[config.mk]
export PLATFORM = sky130hd
export DESIGN_NAME = mlr_rem
export DESIGN_NICKNAME = d
export VERILOG_FILES = /design/src/rtl/core/mlr_pkg.sv /design/src/rtl/core/mlr_rem.sv
export SDC_FILE = /design/constraint.sdc
export NUM_CORES = 1
export LEC_CHECK = 0
export ABC_AREA = 1
export BUFFER_PORTS_ARGS = -buffer_cell sky130_fd_sc_hd__buf_2
export CAP_MARGIN = 20
export CORE_UTILIZATION = 30
export DETAILED_ROUTE_END_ITERATION = 7
export SETUP_SLACK_MARGIN = 0.15
export SYNTH_ARGS = -nofsm -noshare
export SYNTH_HDL_FRONTEND = slang
export SYNTH_SLANG_ARGS = --single-unit
[constraint.sdc]
create_clock -name clk -period 4 [get_ports clk]
set_clock_uncertainty 0.2 [all_clocks]
set_input_delay 0.2 -clock clk [delete_from_list [all_inputs] [get_ports clk]]
set_output_delay 0.2 -clock clk [all_outputs]
set_load 0.01 [all_outputs]
[src/rtl/core/mlr_pkg.sv]
// Shared types, codes and constants of the matrix line rotator.
package mlr_pkg;

  localparam int MAX_DIM_DEF    = 32;
  localparam int DATA_WIDTH_DEF = 32;

  localparam int CFG_W     = 6;
  localparam int CFG_IDX_W = 1;
  localparam int IDX_FLD_W = 5;
  localparam int AMT_W     = 10;
  localparam int WORD_W    = 32;

  localparam logic [CFG_W-1:0] NUM_ROWS_RST = 6'd32;
  localparam logic [CFG_W-1:0] NUM_COLS_RST = 6'd32;

  typedef enum logic [CFG_IDX_W-1:0] {
    REG_NUM_ROWS = 1'b0,
    REG_NUM_COLS = 1'b1
  } cfg_reg_t;

  typedef enum logic [1:0] {
    OP_WRITE   = 2'd0,
    OP_READ    = 2'd1,
    OP_ROT_ROW = 2'd2,
    OP_ROT_COL = 2'd3
  } op_t;

  typedef struct packed {
    op_t                        opcode;
    logic [IDX_FLD_W-1:0]       row_index;
    logic [IDX_FLD_W-1:0]       col_index;
    logic                       direction;
    logic [AMT_W-1:0]           amount;
    logic signed [WORD_W-1:0]   write_data;
  } in_item_t;

  typedef struct packed {
    logic signed [WORD_W-1:0]   read_data;
    logic                       status;
  } out_item_t;

endpackage

[src/rtl/core/mlr_rem.sv]
// Bit-serial restoring remainder unit: rotation amount modulo line length.
module mlr_rem #(
  parameter int LEN_W = 6
) (
  input  logic                     clk,
  input  logic                     rst_n,
  input  logic                     start,
  input  logic [mlr_pkg::AMT_W-1:0] dividend,
  input  logic [LEN_W-1:0]         divisor,
  output logic                     done,
  output logic [LEN_W-1:0]         remainder
);

  localparam int STEP_W = $clog2(mlr_pkg::AMT_W + 1);

  logic                      busy_r, busy_nxt;
  logic                      done_r, done_nxt;
  logic [STEP_W-1:0]         step_r, step_nxt;
  logic [mlr_pkg::AMT_W-1:0] quo_r, quo_nxt;
  logic [LEN_W-1:0]          rem_r, rem_nxt;
  logic [LEN_W-1:0]          div_r, div_nxt;
  logic [LEN_W:0]            trial;

  assign trial = {rem_r, quo_r[mlr_pkg::AMT_W-1]};

  always_comb begin
    busy_nxt = busy_r;
    done_nxt = 1'b0;
    step_nxt = step_r;
    quo_nxt  = quo_r;
    rem_nxt  = rem_r;
    div_nxt  = div_r;
    if (start) begin
      busy_nxt = 1'b1;
      step_nxt = STEP_W'(mlr_pkg::AMT_W);
      quo_nxt  = dividend;
      rem_nxt  = '0;
      div_nxt  = divisor;
    end else if (busy_r) begin
      if (trial >= {1'b0, div_r}) begin
        rem_nxt = LEN_W'(trial - {1'b0, div_r});
      end else begin
        rem_nxt = LEN_W'(trial);
      end
      quo_nxt  = quo_r << 1;
      step_nxt = step_r - STEP_W'(1);
      if (step_r == STEP_W'(1)) begin
        busy_nxt = 1'b0;
        done_nxt = 1'b1;
      end
    end
  end

  always_ff @(posedge clk) begin
    if (!rst_n) begin
      busy_r <= 1'b0;
      done_r <= 1'b0;
      step_r <= '0;
    end else begin
      busy_r <= busy_nxt;
      done_r <= done_nxt;
      step_r <= step_nxt;
    end
    quo_r <= quo_nxt;
    rem_r <= rem_nxt;
    div_r <= div_nxt;
  end

  assign done      = done_r;
  assign remainder = rem_r;

endmodule

==> qor.yml, run 1 <==
finish:
  final_cell_mix: "nand2_1 (66), inv_1 (29), buf_2 (25)"
  syn_to_final_growth_pct: 24.2
  drive_above_1_share_pct: 17.0
  fill_cells: 498
  num_antenna_cells: 0
  multi_input_comb_area_um2: 676
  nets: 253
  final_common_cell: "nand2_1"
  seqCellArea_um2: 721
  design_area_mm2: 0.00188
route:
  drt-initial-drc-count: 66
  ant_nets: 0
  drc: 0
  wl_per_cell_um: 10.4
  via_count: 1249
  routed_wl_um: 3010
  via_per_inst: 4.31
  dr.pass1.iters: 4
logic_synthesis:
  synth_area_per_cell_um2: 8.24
  yosys_warnings: 0
  synth_top_area_share_pct: 31.7
  synthCells: 184
  synth_fa_ha_area_share_pct: 8.75
  ys_seq_area_share_pct: 47.5
  synth_nets: 213
  synth.distinct_cells: 23
  synth_area_mm2: 0.00152
  synth_compound_gate_area_share_pct: 2.89
  synthSimpleGateAreaFrac_pct: 31.8
  synthXorXnorAreaFrac_pct: 1.16
  synth_top_area_cell: "edfxtp_1"
  synthMuxAreaShare_pct: 0
  ys_ff_latch: 28
  synth_top_family_by_area: "simple AND/OR/NAND/NOR gates"
  ys_top_cells_by_area: "edfxtp_1 (32%), nand2_1 (16%), dfxtp_1 (16%), ha_1 (7.4%), inv_1 (7.2%)"
timing:
  maxSlewViolCount: 0
  max_slew_margin_pct: 68.8
  period_share_pct: 47.5
  max_clock_freq_mhz: 527
  tightest_slew_ns: 0.466
  setup_tns_ns: 0
  fin_crit_ns: 1.90
  rsz0062_at_grt: "no"
  report.final.setup_viol: 0
  hold_viol_final: 0
power_and_ir_drop:
  p_int_w: 0.000467
  pwr-share-clk_pct: 23.5
  leakagePower_nw: 0.928
  vdd.ir_drop.worst_mv: 0.147
  switching_power_w: 0.000186
  switching_share_pct: 28.5
  combPwrFrac_pct: 23.7
  p_per_area_mw_per_mm2: 347
  seqPwrFrac_pct: 52.7
clocking:
  cts_tree: "done"
  cts-root-buf: "clkbuf_8"
  numCtsBuffers: 3
  clkLatencyLatePin_ns: 0.27
  cts_buffer_depth: 2
  post_cts_buffers: 0
  clkTransAtPathRegs_ns: 0.09
  htreeDepth: 1
  clock-sinks: 28
  cts_resized: 0
  postCtsHoldBufs: 12
min_path:
  hold_depth: 3
  hp-class: "primary input to flop"
grt:
  met3_usage_pct: 1.80
  grt_pass1_vias: 1205
  busiest_layer: "met2"
  grt_use_total_pct: 12.5
  grt_max_degree: 21
  grt_pass1_wl_um: 5140
  gr-usage-met1_pct: 15.7
  grt_use_met2_pct: 21.4
  antenna_found_initial: 0
  grt-ovfl-total: 0
die:
  dieArea_mm2: 0.00534
  std_cell_rows: 25
  coreArea_mm2: 0.00479
  die_w_um: 73.1
  initial_core_util_pct: 31.7
  die_h_um: 73.1
  ios: 26
setup_path:
  path_class: "flop to flop"
  cp-end-kind: "flop"
  worst-path-buf-inv: 0
  critPathLaunchType: "flop"
  required_ns: 3.97
  crit_slowest_cell: "edfxtp_1"
  crit_family: "simple AND/OR/NAND/NOR gates"
  rr_worst_depth: 7
  crit_cells: 7
  crit_chain: "ha_1, fa_1, or2_2, nand4_1, nand3_2, nand3_1, nand2_1"
  cp.arrival_ns: 1.87
  crit_fanout: 2
  max_stage_delay_ns: 0.40
place:
  io_buffers: 25
  dp_hpwl_um: 2250
  placed_area_mm2: 0.00172
  gp_congestion: 0.788
status:
  status: "completed"
job:
  maxCapViolCount: 0
## cells by family (layout without fill, tap and decap cells)
logic type / after synthesis / count (layout)
compound gates: 5 / 5
fa+ha+maj: 10 / 10
flops: 28 / 28
simple gates: 107 / 107
buf+inv: 32 / 71
xor+xnor: 2 / 2
## power groups by stage
stage | clock network [W] | registers [W] | logic, W
after floorplan | 0 | 0.000350 | 0.000106
after global placement | 0 | 0.000351 | 0.000144
after detailed placement | 0 | 0.000351 | 0.000146
after CTS | 0.000159 | 0.000345 | 0.000155
after global routing | 0.000171 | 0.000348 | 0.000178
final | 0.000154 | 0.000344 | 0.000155
## through the flow
stage	hold WS (ns)	worst slack, ns	util (%)	power (W)	instances
after floorplan	0.0989	2.18	-	0.000456	184
after global placement	0.180	2.14	35.9	0.000495	274
after detailed placement	0.181	2.11	35.9	0.000497	274
after CTS	0.00108	2.09	39.3	0.000659	290
after global routing	0.0149	1.96	39.3	0.000697	290
final	0.00165	2.10	39.3	0.000653	290
## final cells by class
type                            instances  share of cell area, %
Timing Repair Buffer                   37                   13.0
Inverter                               30                   5.98
Sequential cell                        28                   38.3
Clock buffer                            4                   2.39
Multi-Input combinational cell        124                   35.9
Tap cell                               67                   4.45
## layer usage
metal | part of all wire [%] | routed length, um
met3 | 3.7 | 111
met5 | 0 | 0
met1 | 49 | 1460
met2 | 47 | 1410
met4 | 0.80 | 24
## state kept, by name, indices dropped and copies added (netlist names)
signal,cells
quo_r,10
div_r,6
remainder,6
step_r,4
busy_r,1
done,1
## worst reg2reg max path, cell delays in order, from the launching register on
cell	delay, ns
edfxtp_1	0.40
ha_1	0.21
fa_1	0.39
or2_2	0.32
nand4_1	0.09
nand3_2	0.07
nand3_1	0.07
nand2_1	0.05
## path summary, 6_finish.rpt
path                                   from           end  slack (ns)
worst min register to register    step_r[3]     step_r[3]        0.30
worst max-delay path               div_r[0]  remainder[4]        2.10
worst max register to register     div_r[0]  remainder[4]        2.10
worst min-delay path            dividend[8]      quo_r[8]       0.002
## synth_stat cells
| cell type | n |
|---|---|
| nand2_1 | 66 |
| inv_1 | 29 |
| edfxtp_1 | 16 |
| nor2_1 | 13 |
| dfxtp_1 | 12 |
| nand3_1 | 10 |
| ha_1 | 9 |
| nand4_1 | 8 |
| nand3_2 | 3 |
| clkbuf_1 | 2 |
| nor3_1 | 2 |
| or2_2 | 2 |
| xor2_1 | 2 |
| a21oi_1 | 1 |
| a21oi_4 | 1 |
| a221oi_1 | 1 |
| a31oi_1 | 1 |
| fa_1 | 1 |
| inv_2 | 1 |
| nand3_4 | 1 |
| nor2_2 | 1 |
| o211ai_1 | 1 |
| or2_4 | 1 |
(Power assumes the default switching activity.)
==> run 2: changes to the inputs <==
Clock period 4 ns to 1.88 ns, I/O delays scaled along.
==> run 2 against run 1 <==
Setup slack worse by 2.0 ns. Non-clock buffer count is 13 higher. Global-route usage is 0.72 points higher. Critical path depth stayed put. Maximum frequency is 5.6% higher. Register-to-register slack worse by 2.0 ns. Clock power grew to 3.2 times the previous value.
==> qor.yml, run 2 (synthesis results as in run 1) <==
status:
  status: "completed"
finish:
  nets: 266  # +5.1%
  num_antenna_cells: 0  # unchanged
  syn_to_final_growth_pct: 38.7
  fill_cells: 474  # -4.8%
  final_cell_mix: "nand2_1 (62), inv_1 (26), buf_2 (25)"
  regMostFlops: "quo_r"
  largest_reg_flops: 10  # unchanged
  post-route-util_pct: 43.9  # +4.6 points
  drive_above_1_share_pct: 26.3  # +9.2 points
  multi_input_comb_area_um2: 756  # +12%
  seqCellArea_um2: 722  # +0.17%
  final_common_cell: "nand2_1"
  design_area_mm2: 0.00210  # +12%
place:
  io_buffers: 25  # unchanged
  dp_hpwl_um: 2380  # +5.5%
  gp_congestion: 0.818  # +3.8%
  placed_area_mm2: 0.00176  # +2.2%
setup_path:
  worst-path-buf-inv: 0  # unchanged
  crit_cells: 7  # unchanged
  crit_family: "adder cells"
  crit_slowest_cell: "edfxtp_1"
  path_class: "flop to flop"
  crit_chain: "ha_2, fa_2, or2_4, nand4_1, nand3_2, nand3_2, nand2_1"
  crit_top_cell: "nand3_2"
  crit_fanout: 2  # unchanged
  critPathLaunchType: "flop"
  max_stage_delay_ns: 0.42  # +0.02 ns
  required_ns: 1.87  # -2.10 ns
  r2r_slack_ns: 0.08  # -2.02 ns
  timing.rr.start: "div_r[0]"
  rr_worst_depth: 7  # unchanged
  r2r_end: "remainder[4]"
  cp-end-kind: "flop"
  cp.arrival_ns: 1.79  # -0.08 ns
grt:
  antenna_found_initial: 0  # unchanged
  grt_max_degree: 17  # -19%
  grt_pass1_wl_um: 5440  # +5.8%
  grt_use_total_pct: 13.2  # +0.72 points
  grt-ovfl-total: 0  # unchanged
  grt_pass1_vias: 1266  # +5.1%
timing:
  max_slew_margin_pct: 71.0  # +2.1 points
  report.final.setup_viol: 0  # unchanged
  tightest_slew_ns: 0.435  # -0.0308 ns
  hold_viol_final: 0  # unchanged
  period_share_pct: 95.7  # +48 points
  max_clock_freq_mhz: 556  # +5.6%
  fin_crit_ns: 1.80  # -0.100 ns
  maxSlewViolCount: 0  # unchanged
  setup_tns_ns: 0  # unchanged
  rsz0062_at_grt: "yes"
power_and_ir_drop:
  p_total_w: 0.00163  # +150%
  pwr-share-clk_pct: 29.9  # +6.4 points
  seqPwrFrac_pct: 45.0  # -7.7 points
  switching_share_pct: 28.1  # -0.41 points
  p_per_area_mw_per_mm2: 776  # +120%
  p_int_w: 0.00117  # +150%
  combPwrFrac_pct: 25.1  # +1.4 points
  vdd.ir_drop.worst_mv: 0.414  # +180%
  switching_power_w: 0.000458  # +150%
  leakagePower_nw: 0.997  # +7.4%
job:
  maxCapViolCount: 0  # unchanged
route:
  routed_wl_um: 3320  # +10%
  drc: 0  # unchanged
  dr.pass1.iters: 4  # unchanged
  wl_per_cell_um: 10.9  # +5.5%
  via_per_inst: 4.36  # +1.2%
  drt-initial-drc-count: 55  # -17%
  via_count: 1321  # +5.8%
  ant_nets: 0  # unchanged
clocking:
  cts_buffer_depth: 2  # unchanged
  numCtsBuffers: 3  # unchanged
  htreeDepth: 1  # unchanged
  cts_tree: "done"
  clkLatencyLatePin_ns: 0.28  # about the same
  cts-root-buf: "clkbuf_8"
  clock-sinks: 28  # unchanged
  clkTransAtPathRegs_ns: 0.10  # about the same
die:
  dieArea_mm2: 0.00534  # unchanged
  initial_core_util_pct: 31.7  # unchanged
  std_cell_rows: 25  # unchanged
  die_h_um: 73.1  # unchanged
  ios: 26  # unchanged
  coreArea_mm2: 0.00479  # unchanged
  die_w_um: 73.1  # unchanged
min_path:
  whs_endpoint: "step_r[3]"
  hold_depth: 2  # -1
  hp-class: "flop to flop"
  min_from: "step_r[3]"
-- run 2: cell type report --
cell class,count,share of cell area [%]
inverter,30,5.35
sequential,28,34.3
tap,67,3.99
timing repair buffer,50,17.0
clock inverter,1,1.43
multi-input combinational,124,35.9
clock buffer,3,1.96
-- run 2: how the worst max path moves through the flow --
stage | startpoint | end | slack [ns]
final | div_r[0] | remainder[4] | 0.08
after global routing | div_r[0] | remainder[4] | 0.01
after CTS | div_r[0] | remainder[4] | 0.09
after detailed placement | remainder[1] | remainder[3] | 0.07
after global placement | div_r[0] | remainder[4] | 0.09
after floorplan | div_r[0] | remainder[4] | 0.17
-- run 2: repair_timing --
action | CTS | global route
gates resized for setup | 12 | 4
buffers inserted | 2 | 1
endpoints found under the setup margin | 6 | 6
hold endpoints to repair | 26 | 0
hold buffers | 18 | 0
pin swaps | 4 | 5
-- run 2: power by group through the flow --
stage / logic [W] / registers [W] / clock network, W
CTS: 0.000392 / 0.000734 / 0.000499
global route: 0.000456 / 0.000741 / 0.000519
global placement: 0.000328 / 0.000742 / 0
floorplan: 0.000228 / 0.000746 / 0
finish: 0.000410 / 0.000734 / 0.000489
detailed placement: 0.000332 / 0.000744 / 0
-- run 2: per-layer routing --
| layer | routed length, um | global-route usage (%) | up-vias | part of all wire (%) |
|---|---|---|---|---|
| met1 | 1490 | 15.8 | 587 | 45 |
| met4 | 33 | 3.05 | 0 | 1.0 |
| met5 | 0 | 0 | - | 0 |
| met2 | 1660 | 24.2 | 37 | 50 |
| met3 | 133 | 2.76 | 6 | 4.0 |
| li1 | - | - | 691 | - |
-- run 2: stage by stage --
step	setup slack [ns]	hold WS (ns)	cells
2_1_floorplan	0.166	-0.00713	184
3_3_place_gp	0.0887	0.0741	278
3_5_place_dp	0.0661	0.0727	278
4_1_cts	0.0921	0.289	302
5_1_grt	0.0138	0.307	303
6_report	0.0812	0.291	303
-- run 2: worst register-to-register path, delay by kind of cell, from the launching register on --
kind,cells,cell delay (ns)
AND/OR/NAND/NOR,5,0.52
flip-flops,1,0.42
adder cells (fa/ha/maj),2,0.57
